**src/rtl/core/jst_pkg.sv**
```systemverilog
// Package with shared types and constants of the JSON stream tokenizer.
`timescale 1ns / 1ps
`default_nettype none
package jst_pkg;
  localparam int STACK_DEPTH = 64;
  localparam int LVL_W = $clog2(STACK_DEPTH + 1);
  localparam int PTR_W = $clog2(STACK_DEPTH);

  typedef enum logic [3:0] {
    S_INIT, S_IDINIT, S_IDENT, S_COLON, S_VALUE, S_STRING, S_ESCAPE, S_AFTER,
    S_FINISH, S_INT, S_FLOAT, S_NULL, S_TRUE, S_FALSE
  } lex_state_t;

  localparam logic [1:0] K_BYTE = 2'd0;
  localparam logic [1:0] K_END = 2'd1;
  localparam logic [1:0] K_ERR = 2'd2;
  localparam logic [1:0] K_DONE = 2'd3;

  localparam logic [3:0] T_ARR_OPEN = 4'd1;
  localparam logic [3:0] T_OBJ_CLOSE = 4'd2;
  localparam logic [3:0] T_IDENT = 4'd4;
  localparam logic [3:0] T_STRING = 4'd5;
  localparam logic [3:0] T_INT = 4'd6;
  localparam logic [3:0] T_FLOAT = 4'd7;
  localparam logic [3:0] T_NULL = 4'd8;
  localparam logic [3:0] T_BOOL = 4'd9;

  localparam logic [3:0] E_INIT = 4'd0;
  localparam logic [3:0] E_IDQUOTE = 4'd1;
  localparam logic [3:0] E_IDCHAR = 4'd2;
  localparam logic [3:0] E_COLON = 4'd3;
  localparam logic [3:0] E_VALUE = 4'd4;
  localparam logic [3:0] E_ESCAPE = 4'd5;
  localparam logic [3:0] E_MISMATCH = 4'd6;
  localparam logic [3:0] E_AFTER = 4'd7;
  localparam logic [3:0] E_TRAIL = 4'd8;
  localparam logic [3:0] E_NUMBER = 4'd9;
  localparam logic [3:0] E_LITERAL = 4'd10;
  localparam logic [3:0] E_OVERFLOW = 4'd11;
  localparam logic [3:0] E_EOT = 4'd12;

  typedef struct packed {
    logic [1:0] kind;
    logic [3:0] ttype;
    logic [7:0] data;
    logic [3:0] code;
  } rec_t;

  // Up to three records produced for one request, in order.
  typedef struct packed {
    logic [1:0] count;
    rec_t r0;
    rec_t r1;
    rec_t r2;
  } grp_t;

  function automatic logic is_skip(input logic [7:0] c);
    return c == 8'h20 || c == 8'h09 || c == 8'h0a;
  endfunction

  function automatic logic is_digit(input logic [7:0] c);
    return c >= 8'h30 && c <= 8'h39;
  endfunction

  function automatic logic is_alnum(input logic [7:0] c);
    return is_digit(c) || (c >= 8'h61 && c <= 8'h7a) || (c >= 8'h41 && c <= 8'h5a);
  endfunction

  // Letter expected at a given position of a literal; zero past its end.
  function automatic logic [7:0] lit_char(input logic [1:0] li, input logic [2:0] p);
    logic [7:0] ch;
    ch = 8'h00;
    case (li)
      2'd0: case (p) 3'd0: ch = "n"; 3'd1: ch = "u"; 3'd2: ch = "l"; 3'd3: ch = "l";
        default: ch = 8'h00; endcase
      2'd1: case (p) 3'd0: ch = "t"; 3'd1: ch = "r"; 3'd2: ch = "u"; 3'd3: ch = "e";
        default: ch = 8'h00; endcase
      default: case (p) 3'd0: ch = "f"; 3'd1: ch = "a"; 3'd2: ch = "l"; 3'd3: ch = "s";
        3'd4: ch = "e"; default: ch = 8'h00; endcase
    endcase
    return ch;
  endfunction

  // Escape translation; bit 8 marks a valid escape.
  function automatic logic [8:0] esc_map(input logic [7:0] c);
    logic [8:0] r;
    case (c)
      "n": r = {1'b1, 8'd10};
      "t": r = {1'b1, 8'd9};
      "b": r = {1'b1, 8'd8};
      "r": r = {1'b1, 8'd13};
      "a": r = {1'b1, 8'd7};
      "f": r = {1'b1, 8'd12};
      "v": r = {1'b1, 8'd11};
      8'h27, 8'h22, 8'h3f, 8'h5c: r = {1'b1, c};
      8'h00: r = {1'b1, 8'h00};
      default: r = 9'd0;
    endcase
    return r;
  endfunction
endpackage
`default_nettype wire

```
**src/rtl/core/jst_front.sv**
```systemverilog
// Front end: accepts requests, runs the lexer state and stack, groups records.
`timescale 1ns / 1ps
`default_nettype none
module jst_front (
  input  wire            clk,
  input  wire            rst,
  input  wire            in_valid,
  input  wire            cmd,
  input  wire [7:0]      in_byte,
  input  wire            q_full,
  output logic           in_stall,
  output logic           g_valid,
  output jst_pkg::grp_t  g
);
  import jst_pkg::*;

  lex_state_t        st, st_next;
  logic              stk [STACK_DEPTH];
  logic [LVL_W-1:0]  lvl, lvl_next;
  logic [2:0]        lpos, lpos_next;
  logic              mo, mo_next;
  logic              err, err_next;
  logic              push_en;
  logic              push_bit;
  logic              top;
  rec_t              rs [3];
  logic [1:0]        n;
  logic              acc;

  assign in_stall = q_full;
  assign acc = in_valid && !q_full;

  // Lexer step for one request.
  always_comb begin
    logic [7:0] c;
    logic [1:0] li;
    logic [8:0] em;
    logic [3:0] nt;
    logic av;
    logic do_open;
    logic open_arr;
    st_next = st; lvl_next = lvl; lpos_next = lpos; mo_next = mo; err_next = err;
    push_en = 1'b0; push_bit = 1'b0;
    n = 2'd0;
    for (int k = 0; k < 3; k++) rs[k] = '0;
    c = in_byte;
    li = 2'd0; em = esc_map(c); nt = T_INT;
    av = 1'b0; do_open = 1'b0; open_arr = 1'b0;
    if (cmd) begin
      if (!err) begin
        rs[0].kind = (st == S_FINISH) ? K_DONE : K_ERR;
        rs[0].code = (st == S_FINISH) ? 4'd0 : E_EOT;
        n = 2'd1;
      end
      st_next = S_INIT; lvl_next = '0; lpos_next = '0; mo_next = 1'b0; err_next = 1'b0;
    end else if (!err) begin
      case (st)
        S_INIT: begin
          if (c == "{") do_open = 1'b1;
          else if (c == "[") begin do_open = 1'b1; open_arr = 1'b1; end
          else if (!is_skip(c)) begin rs[0].kind = K_ERR; rs[0].code = E_INIT; n = 2'd1; end
        end
        S_IDINIT: begin
          if (c == 8'h22) st_next = S_IDENT;
          else if (c == "}") av = 1'b1;
          else if (!is_skip(c)) begin rs[0].kind = K_ERR; rs[0].code = E_IDQUOTE; n = 2'd1; end
        end
        S_IDENT: begin
          if (c == 8'h22) begin
            rs[0].kind = K_END; rs[0].ttype = T_IDENT; n = 2'd1; st_next = S_COLON;
          end else if (is_alnum(c) || c == "_") begin
            rs[0].ttype = T_IDENT; rs[0].data = c; n = 2'd1;
          end else begin rs[0].kind = K_ERR; rs[0].code = E_IDCHAR; n = 2'd1; end
        end
        S_COLON: begin
          if (c == ":") st_next = S_VALUE;
          else if (!is_skip(c)) begin rs[0].kind = K_ERR; rs[0].code = E_COLON; n = 2'd1; end
        end
        S_VALUE: begin
          if (c == "{") do_open = 1'b1;
          else if (c == "[") begin do_open = 1'b1; open_arr = 1'b1; end
          else if (c == "]") av = 1'b1;
          else if (c == 8'h22) st_next = S_STRING;
          else if (c == "n" || c == "t" || c == "f") begin
            li = (c == "n") ? 2'd0 : (c == "t") ? 2'd1 : 2'd2;
            rs[0].ttype = (li == 2'd0) ? T_NULL : T_BOOL; rs[0].data = c; n = 2'd1;
            lpos_next = 3'd1;
            st_next = (li == 2'd0) ? S_NULL : (li == 2'd1) ? S_TRUE : S_FALSE;
          end else if (is_digit(c) || c == "-") begin
            rs[0].ttype = T_INT; rs[0].data = c; n = 2'd1;
            mo_next = (c == "-"); st_next = S_INT;
          end else if (!is_skip(c)) begin rs[0].kind = K_ERR; rs[0].code = E_VALUE; n = 2'd1; end
        end
        S_STRING: begin
          if (c == 8'h22) begin
            rs[0].kind = K_END; rs[0].ttype = T_STRING; n = 2'd1; st_next = S_AFTER;
          end else if (c == 8'h5c) st_next = S_ESCAPE;
          else begin rs[0].ttype = T_STRING; rs[0].data = c; n = 2'd1; end
        end
        S_ESCAPE: begin
          if (em[8]) begin
            rs[0].ttype = T_STRING; rs[0].data = em[7:0]; n = 2'd1; st_next = S_STRING;
          end else begin rs[0].kind = K_ERR; rs[0].code = E_ESCAPE; n = 2'd1; end
        end
        S_AFTER: av = 1'b1;
        S_INT, S_FLOAT: begin
          nt = (st == S_INT) ? T_INT : T_FLOAT;
          if (is_digit(c)) begin
            rs[0].ttype = nt; rs[0].data = c; n = 2'd1; mo_next = 1'b0;
          end else if (st == S_INT && mo) begin
            rs[0].kind = K_ERR; rs[0].code = E_NUMBER; n = 2'd1;
          end else if (st == S_INT && c == ".") begin
            rs[0].ttype = T_FLOAT; rs[0].data = c; n = 2'd1; st_next = S_FLOAT;
          end else if (is_skip(c) || c == "," || c == "}" || c == "]") begin
            rs[0].kind = K_END; rs[0].ttype = nt; n = 2'd1; st_next = S_AFTER;
            av = !is_skip(c);
          end else begin rs[0].kind = K_ERR; rs[0].code = E_NUMBER; n = 2'd1; end
        end
        S_NULL, S_TRUE, S_FALSE: begin
          li = (st == S_NULL) ? 2'd0 : (st == S_TRUE) ? 2'd1 : 2'd2;
          if (lit_char(li, lpos) == 8'h00 || c != lit_char(li, lpos)) begin
            rs[0].kind = K_ERR; rs[0].code = E_LITERAL; n = 2'd1;
          end else begin
            rs[0].ttype = (li == 2'd0) ? T_NULL : T_BOOL; rs[0].data = c; n = 2'd1;
            lpos_next = lpos + 3'd1;
            if (lit_char(li, lpos + 3'd1) == 8'h00) begin
              rs[1].kind = K_END; rs[1].ttype = rs[0].ttype; n = 2'd2;
              lpos_next = 3'd0; st_next = S_AFTER;
            end
          end
        end
        default: begin
          if (!is_skip(c)) begin rs[0].kind = K_ERR; rs[0].code = E_TRAIL; n = 2'd1; end
        end
      endcase
      // Bracket opening with push.
      if (do_open) begin
        if (lvl >= LVL_W'(STACK_DEPTH)) begin
          rs[0].kind = K_ERR; rs[0].code = E_OVERFLOW; n = 2'd1;
        end else begin
          push_en = 1'b1; push_bit = open_arr; lvl_next = lvl + LVL_W'(1);
          rs[0].ttype = {3'd0, open_arr}; rs[0].data = c;
          rs[1].kind = K_END; rs[1].ttype = {3'd0, open_arr}; n = 2'd2;
          st_next = open_arr ? S_VALUE : S_IDINIT;
        end
      end
      // Byte handled as following a value; appended after any earlier record.
      if (av && !is_skip(c)) begin
        if (c == ",") begin
          if (lvl == '0) begin rs[n].kind = K_ERR; rs[n].code = E_AFTER; n = n + 2'd1; end
          else st_next = top ? S_VALUE : S_IDINIT;
        end else if (c == "}" || c == "]") begin
          if (lvl == '0 || top != (c == "]")) begin
            rs[n].kind = K_ERR; rs[n].code = E_MISMATCH; n = n + 2'd1;
          end else begin
            lvl_next = lvl - LVL_W'(1);
            rs[n].ttype = T_OBJ_CLOSE + {3'd0, c == "]"}; rs[n].data = c;
            rs[n + 2'd1].kind = K_END; rs[n + 2'd1].ttype = rs[n].ttype;
            n = n + 2'd2;
            st_next = (lvl == LVL_W'(1)) ? S_FINISH : S_AFTER;
          end
        end else begin rs[n].kind = K_ERR; rs[n].code = E_AFTER; n = n + 2'd1; end
      end
      for (int k = 0; k < 3; k++)
        if (k < n && rs[k].kind == K_ERR) err_next = 1'b1;
    end
  end

  // State registers.
  always_ff @(posedge clk) begin
    if (rst) begin
      st <= S_INIT; lvl <= '0; lpos <= '0; mo <= 1'b0; err <= 1'b0;
    end else if (acc) begin
      st <= st_next; lvl <= lvl_next; lpos <= lpos_next; mo <= mo_next; err <= err_next;
    end
  end

  // Nesting stack.
  always_ff @(posedge clk) begin
    if (acc && push_en) stk[PTR_W'(lvl)] <= push_bit;
  end

  // Registered copy of the top stack entry for the next request.
  always_ff @(posedge clk) begin
    if (rst) begin
      top <= 1'b0;
    end else if (acc) begin
      if (push_en) top <= push_bit;
      else if (lvl_next == '0) top <= 1'b0;
      else top <= stk[PTR_W'(lvl_next - LVL_W'(1))];
    end
  end

  assign g_valid = acc && (n != 2'd0);
  assign g.count = n;
  assign g.r0 = rs[0];
  assign g.r1 = rs[1];
  assign g.r2 = rs[2];
endmodule
`default_nettype wire

```
**src/rtl/core/jst_back.sv**
```systemverilog
// Back end: queue of record groups and serial delivery of records.
`timescale 1ns / 1ps
`default_nettype none
module jst_back (
  input  wire            clk,
  input  wire            rst,
  input  wire            g_valid,
  input  jst_pkg::grp_t  g,
  output logic           q_full,
  output logic           valid,
  input  wire            stall,
  output logic [1:0]     emit_kind,
  output logic [3:0]     token_type,
  output logic [7:0]     out_byte,
  output logic [3:0]     error_code,
  output logic           last
);
  import jst_pkg::*;

  localparam int QD = 4;
  grp_t        q [QD];
  logic [1:0]  wp, rp;
  logic [2:0]  cnt;
  logic [1:0]  sub;
  grp_t        h;
  rec_t        cur;
  logic        pop;
  logic        take;

  assign q_full = (cnt == 3'(QD));
  assign h = q[rp];
  assign valid = (cnt != 3'd0);
  assign cur = (sub == 2'd0) ? h.r0 : (sub == 2'd1) ? h.r1 : h.r2;
  assign last = (sub + 2'd1 == h.count);
  assign take = valid && !stall;
  assign pop = take && last;
  assign emit_kind = cur.kind;
  assign token_type = cur.ttype;
  assign out_byte = cur.data;
  assign error_code = cur.code;

  // Group storage.
  always_ff @(posedge clk) begin
    if (g_valid) q[wp] <= g;
  end

  // Pointers, fill count and record index.
  always_ff @(posedge clk) begin
    if (rst) begin
      wp <= '0; rp <= '0; cnt <= '0; sub <= '0;
    end else begin
      if (g_valid) wp <= wp + 2'd1;
      if (pop) begin rp <= rp + 2'd1; sub <= '0; end
      else if (take) sub <= sub + 2'd1;
      cnt <= cnt + 3'(g_valid) - 3'(pop);
    end
  end
endmodule
`default_nettype wire

```
**src/rtl/core/json_stream_tokenizer_core.sv**
```systemverilog
// Top level of the JSON stream tokenizer.
// channel | direction | handshake     | payload
// input   | in        | valid / stall | cmd, in_byte
// output  | out       | out_valid / out_stall | emit_kind, token_type, out_byte, error_code, last
// One request is accepted per cycle while the group queue has room.
// Each request yields up to three records, delivered one per cycle by the back end while out_stall is low.
// The group queue holds four requests; the record delivery port sets the sustained rate.
// Reset is synchronous and clears state, stack level and queue.
// Output stall only backs up the queue; input stalls once it is full.
`timescale 1ns / 1ps
`default_nettype none
module json_stream_tokenizer_core (
  input  wire        clk,
  input  wire        rst,
  input  wire        valid,
  output logic       stall,
  input  wire        cmd,
  input  wire [7:0]  in_byte,
  output logic       out_valid,
  input  wire        out_stall,
  output logic [1:0] emit_kind,
  output logic [3:0] token_type,
  output logic [7:0] out_byte,
  output logic [3:0] error_code,
  output logic       last
);
  import jst_pkg::*;

  grp_t g;
  logic g_valid;
  logic q_full;

  jst_front u_front (
    .clk(clk), .rst(rst), .in_valid(valid), .cmd(cmd), .in_byte(in_byte),
    .q_full(q_full), .in_stall(stall), .g_valid(g_valid), .g(g)
  );

  jst_back u_back (
    .clk(clk), .rst(rst), .g_valid(g_valid), .g(g), .q_full(q_full),
    .valid(out_valid), .stall(out_stall), .emit_kind(emit_kind),
    .token_type(token_type), .out_byte(out_byte), .error_code(error_code), .last(last)
  );
endmodule
`default_nettype wire

```
**config.mk**
```make
export PLATFORM = sky130hd
export DESIGN_NAME = json_stream_tokenizer_core
export DESIGN_NICKNAME = d
export VERILOG_FILES = /design/src/rtl/core/jst_pkg.sv /design/src/rtl/core/jst_front.sv /design/src/rtl/core/jst_back.sv /design/src/rtl/core/json_stream_tokenizer_core.sv
export SDC_FILE = /design/constraint.sdc
export NUM_CORES = 1
export LEC_CHECK = 0
export ABC_CLOCK_PERIOD_IN_PS = 5150
export BUFFER_PORTS_ARGS = -buffer_cell sky130_fd_sc_hd__buf_2
export CORE_MARGIN = 8
export CORE_UTILIZATION = 57
export DETAILED_ROUTE_END_ITERATION = 10
export HOLD_SLACK_MARGIN = 0.1
export PLACE_DENSITY = 0.75
export SYNTH_ARGS = -nofsm -noshare
export SYNTH_HDL_FRONTEND = slang
export SYNTH_SLANG_ARGS = --single-unit
```
**constraint.sdc**
```tcl
create_clock -name clk -period 5.15 [get_ports clk]
set_input_delay 1.03 -clock clk [delete_from_list [all_inputs] [get_ports clk]]
set_output_delay 1.03 -clock clk [all_outputs]
set_load 0.005 [all_outputs]
```
==> flow_summary.rst <==
.. list-table::
   :header-rows: 1

   * - Metric
     - Value
   * - Global placer's final weighted congestion
     - roughly 1.0
   * - Transition at the pin with the smallest max-transition slack
     - 901 ps
   * - Cell chain of the critical path
     - buf_2, or2_2, a31oi_1, nor2_1, nor4_1, nor4b_1, and3_1, a211o_1, and2_1, ha_1, or3_1, mux2i_1, a211oi_2, inv_1, ha_1, inv_1, ha_1, fa_1, xnor2_1, xnor2_1, nor2_1
   * - Type of destination of the critical path
     - flip-flop
   * - Top delay family on crit path
     - simple AND/OR/NAND/NOR gates
   * - Critical-path top delay cell
     - sky130_fd_sc_hd__nor4_1
   * - Dpl ws
     - -243 ps
   * - Hold buffers post-CTS
     - 0
   * - Mapped cell area
     - about 15000 um^2
   * - Global-route wire length before repair
     - about 58 mm
   * - Per-instance average area after synthesis
     - around 12 um^2
   * - Combinational share of power
     - 0.182
   * - Die width
     - about 180 um
   * - Pin count of the biggest net entering global routing
     - 66
   * - Setup clock skew after layout
     - roughly 16 ps
   * - Cell-internal power
     - around 4.4 mW
   * - Clock root cell
     - sky130_fd_sc_hd__clkbuf_16
   * - Final WS setup
     - 294 ps
   * - Clock Latency Late Sink
     - about 550 ps
   * - Number of core rows
     - 60
   * - Number of vias per cell
     - 6.24
   * - Warnings, synthesis
     - 0
   * - Post-synthesis sequential element count
     - 292
   * - Clock Tree Buf Depth
     - 3
   * - Total number of clock tree sinks
     - 292
   * - Core Region
     - around 27000 um^2
   * - Number of nets with antenna violations after detailed routing
     - 0
   * - Synth async-reset ratio
     - 0
   * - Number of antenna violations at the first check in global routing
     - 0
   * - Count of input and output buffers
     - 33
   * - Routed met3 length
     - approximately 2.6 mm
   * - Combined global-route utilization of all metal layers
     - 0.233
   * - Total of max-cap violations
     - 0
   * - Leakage power total
     - just under 6 nW
   * - Tcrit/Tclk final
     - 0.943
   * - Most frequent cell on the critical path
     - sky130_fd_sc_hd__ha_1
   * - Layout Area Growth over Synthesis
     - 13.9%
   * - Total negative slack for setup checks
     - 0 ps
   * - Highest metal layer used by the detailed router
     - met4
   * - Status
     - finished, final reports clean
   * - Placed cell count
     - roughly 1700
   * - Area taken by flip-flops and latches
     - roughly 8500 um^2
   * - Number of global-route vias before repair
     - between 10000 and 15000
   * - Critical path fanouts, max
     - 3
   * - ANT cells
     - 0
   * - Net switching fraction of the power
     - 0.256
   * - Fraction of power consumed by the clock network
     - 0.338
   * - Post-layout minimum cycle time
     - around 5000 ps
   * - Final Non-Filler Cells
     - 1709
   * - DRC violation count after routing
     - 0
   * - Number of library cell types mapped by synthesis
     - 86
   * - Worst flop-to-flop path startpoint
     - u_front.lpos[0]
   * - Layout cell share with drive strength beyond 1
     - 0.194
   * - Timing-limited maximum frequency
     - 206 MHz
   * - Worst setup path startpoint
     - in_byte[0]
   * - Number of levels in the clock H-tree
     - 1
   * - Worst vdd rail ir drop
     - 0.258 mV
   * - Router iterations before antenna repair
     - 5
   * - Area of all placed cells without fillers
     - 17300 um^2
   * - Fin util
     - 0.652
   * - Post-synthesis instance total
     - 1239
   * - Commonest register cell after synthesis
     - sky130_fd_sc_hd__edfxtp_1
   * - Final Hold Fails
     - 0
   * - TritonCTS buffer count
     - 30
   * - Data required time at the worst endpoint
     - approximately 5600 ps
   * - NumNets Final
     - between 1000 and 1500
   * - Overall via count from detail_route
     - 10670
   * - Count of boundary I/O pins
     - 34
   * - Data arrival time of the critical path
     - between 5000 and 6000 ps
   * - Post-synth EDFFs
     - around 260
   * - Remaining global-route overflow
     - 0
   * - Share of the yosys chip area belonging to registers
     - 0.558
   * - Initial Util
     - 0.573
   * - Final setup vio count
     - 0
   * - Startpoint type of the worst setup path
     - input pin
   * - Initial drt markers
     - about 1100
   * - Worst-path clk slew
     - roughly 60 ps
   * - Sequential group share of total power
     - 0.480
   * - Average wire length per cell after detail routing
     - 21.7 um
   * - Chip Height
     - 179 um
   * - Final-report max-slew violation count
     - 0
   * - Power Total
     - around 6.0 mW
   * - Beginning of the worst hold path
     - u_back.sub[1]
   * - CP Buf/Inv Count
     - 3
   * - Worst slack on hold paths
     - roughly 500 ps
   * - Total length of routed met2 wires
     - between 15 and 20 mm
   * - Overall die area
     - between 30000 and 40000 um^2
   * - Power per unit of standard cell area
     - roughly 340 nW/um^2
   * - Worst setup path category
     - input pin to flip-flop
   * - Delay of the slowest cell on the worst path
     - ~450 ps
   * - DP Wirelength
     - about 26 mm
   * - Area of combinational cells with multiple inputs
     - 6440 um^2
   * - Headroom to the max-slew limit
     - 0.399
   * - Post-Place Cell Area
     - 16400 um^2
   * - Met1 layer wirelength in the final routing
     - approximately 15 mm
   * - Aggregate routed wire length
     - 37.2 mm
   * - Net switching power of the design
     - 1.53 mW
   * - Worst hold path type
     - flip-flop to flip-flop
   * - Count of filler cells inserted in the layout
     - 2011
   * - TritonCTS clock tree
     - yes
## power by group through the flow
| stage | clock network (mW) | logic, mW | registers (mW) |
|---|---|---|---|
| 2_1_floorplan | 0 | 0.784 | 2.83 |
| 3_3_place_gp | 0 | 1.08 | 2.90 |
| 3_5_place_dp | 0 | 1.10 | 2.92 |
| 4_1_cts | 2.04 | 1.10 | 2.87 |
| 5_1_grt | 2.14 | 1.19 | 2.88 |
| 6_report | 2.01 | 1.09 | 2.86 |
## synth_stat cells, drive strengths merged, types with 28 or more instances
master	n	area, um^2
mux4	66	1510
nor3	28	150
inv	28	105
clkbuf	57	214
ha	30	375
and3	28	175
dfxtp	28	561
mux2i	30	300
a21oi	57	285
o21ai	60	304
nor2	156	586
edfxtp	264	7930
nand2	94	353
## cells in the final DEF, fill, tap and decap left out, types with 6 or more instances in the layout
master | Yosys | layout
sky130_fd_sc_hd__o21a_1 | 6 | 6
sky130_fd_sc_hd__inv_1 | 27 | 27
sky130_fd_sc_hd__or2_2 | 6 | 6
sky130_fd_sc_hd__a31oi_1 | 11 | 11
sky130_fd_sc_hd__or3_1 | 10 | 10
sky130_fd_sc_hd__nor2b_1 | 13 | 13
sky130_fd_sc_hd__mux4_2 | 59 | 59
sky130_fd_sc_hd__a211oi_1 | 13 | 13
sky130_fd_sc_hd__nor3_1 | 26 | 25
sky130_fd_sc_hd__nand2_1 | 94 | 94
sky130_fd_sc_hd__buf_2 | 7 | 33
sky130_fd_sc_hd__buf_12 | 0 | 6
sky130_fd_sc_hd__xnor2_1 | 10 | 10
sky130_fd_sc_hd__mux4_1 | 7 | 7
sky130_fd_sc_hd__nor3b_1 | 8 | 8
sky130_fd_sc_hd__conb_1 | 1 | 28
sky130_fd_sc_hd__clkbuf_16 | 0 | 31
sky130_fd_sc_hd__and2_1 | 19 | 15
sky130_fd_sc_hd__nand3_1 | 22 | 22
sky130_fd_sc_hd__nor4_1 | 11 | 10
sky130_fd_sc_hd__a21oi_1 | 57 | 57
sky130_fd_sc_hd__nor2_1 | 156 | 156
sky130_fd_sc_hd__clkbuf_1 | 57 | 11
sky130_fd_sc_hd__buf_4 | 1 | 89
sky130_fd_sc_hd__nand3b_1 | 6 | 6
sky130_fd_sc_hd__edfxtp_1 | 264 | 264
sky130_fd_sc_hd__o21ai_0 | 59 | 59
sky130_fd_sc_hd__and3_1 | 28 | 28
sky130_fd_sc_hd__ha_1 | 30 | 30
sky130_fd_sc_hd__a211o_1 | 6 | 6
sky130_fd_sc_hd__dfxtp_1 | 28 | 23
sky130_fd_sc_hd__a21o_1 | 10 | 10
sky130_fd_sc_hd__mux2i_1 | 30 | 30
sky130_fd_sc_hd__xor2_1 | 7 | 7
sky130_fd_sc_hd__nand2b_1 | 19 | 19
sky130_fd_sc_hd__o211ai_1 | 6 | 6
## flip-flops by register name, summed over array words and instances, names as in the netlist, named ones only
signal / cells
u_front.lpos: 3
u_front.lvl: 7
u_back.q: 200
u_front.mo: 1
u_front.st: 4
u_back.sub: 2
u_back.rp: 2
u_back.cnt: 3
u_front.top: 1
u_back.wp: 2
u_front.stk: 64
u_front.err: 1
## timing repair
action | CTS | global route
setup buffers | 0 | 2
endpoints found under the hold margin | 0 | 0
endpoints found under the setup margin | 0 | 2
resized for setup | 0 | 4
## layout make-up
type | count | share of cell area
clock buffers | 42 | 0.0471
clock inverters | 11 | 0.00534
inverters | 28 | 0.00606
multi-input cells | 867 | 0.372
flip-flops and latches | 292 | 0.490
well taps | 341 | 0.0246
repair buffers | 128 | 0.0550
## per-layer routing
metal,GRT usage,vias to the layer above
met2,0.399,415
met5,0,-
met3,0.0394,82
li1,-,4938
met4,0.0701,0
met1,0.303,5235
## worst register-to-register path, delay by kind of cell (launching register included)
kind | cells | cell delay, ps
adders and majority gates | 5 | 1280
AOI/OAI and AO/OA | 6 | 1170
and+or+nand+nor | 5 | 970
buffers and inverters | 4 | 410
DFF | 1 | 380
xor gates and xnor gates | 2 | 320
muxes | 1 | 190
## kinds of logic after synthesis
| family | share of synthesized area |
|---|---|
| compound gates | 0.107 |
| xor+xnor | 0.0116 |
| fa+ha+maj | 0.0260 |
| buf+inv | 0.0277 |
| flops | 0.558 |
| mux | 0.123 |
| other cells | 0.000246 |
| simple gates | 0.147 |
## final timing paths
kind / depth (start not counted) / end / slack (ps)
worst min register to register: 2 / u_back.sub[1] / 490
worst min-delay path: 2 / u_back.sub[1] / 490
worst max-delay path: 21 / u_back.cnt[2] / 290
worst max register to register: 23 / u_back.cnt[2] / 310
Power figures use the tool's default switching activity.
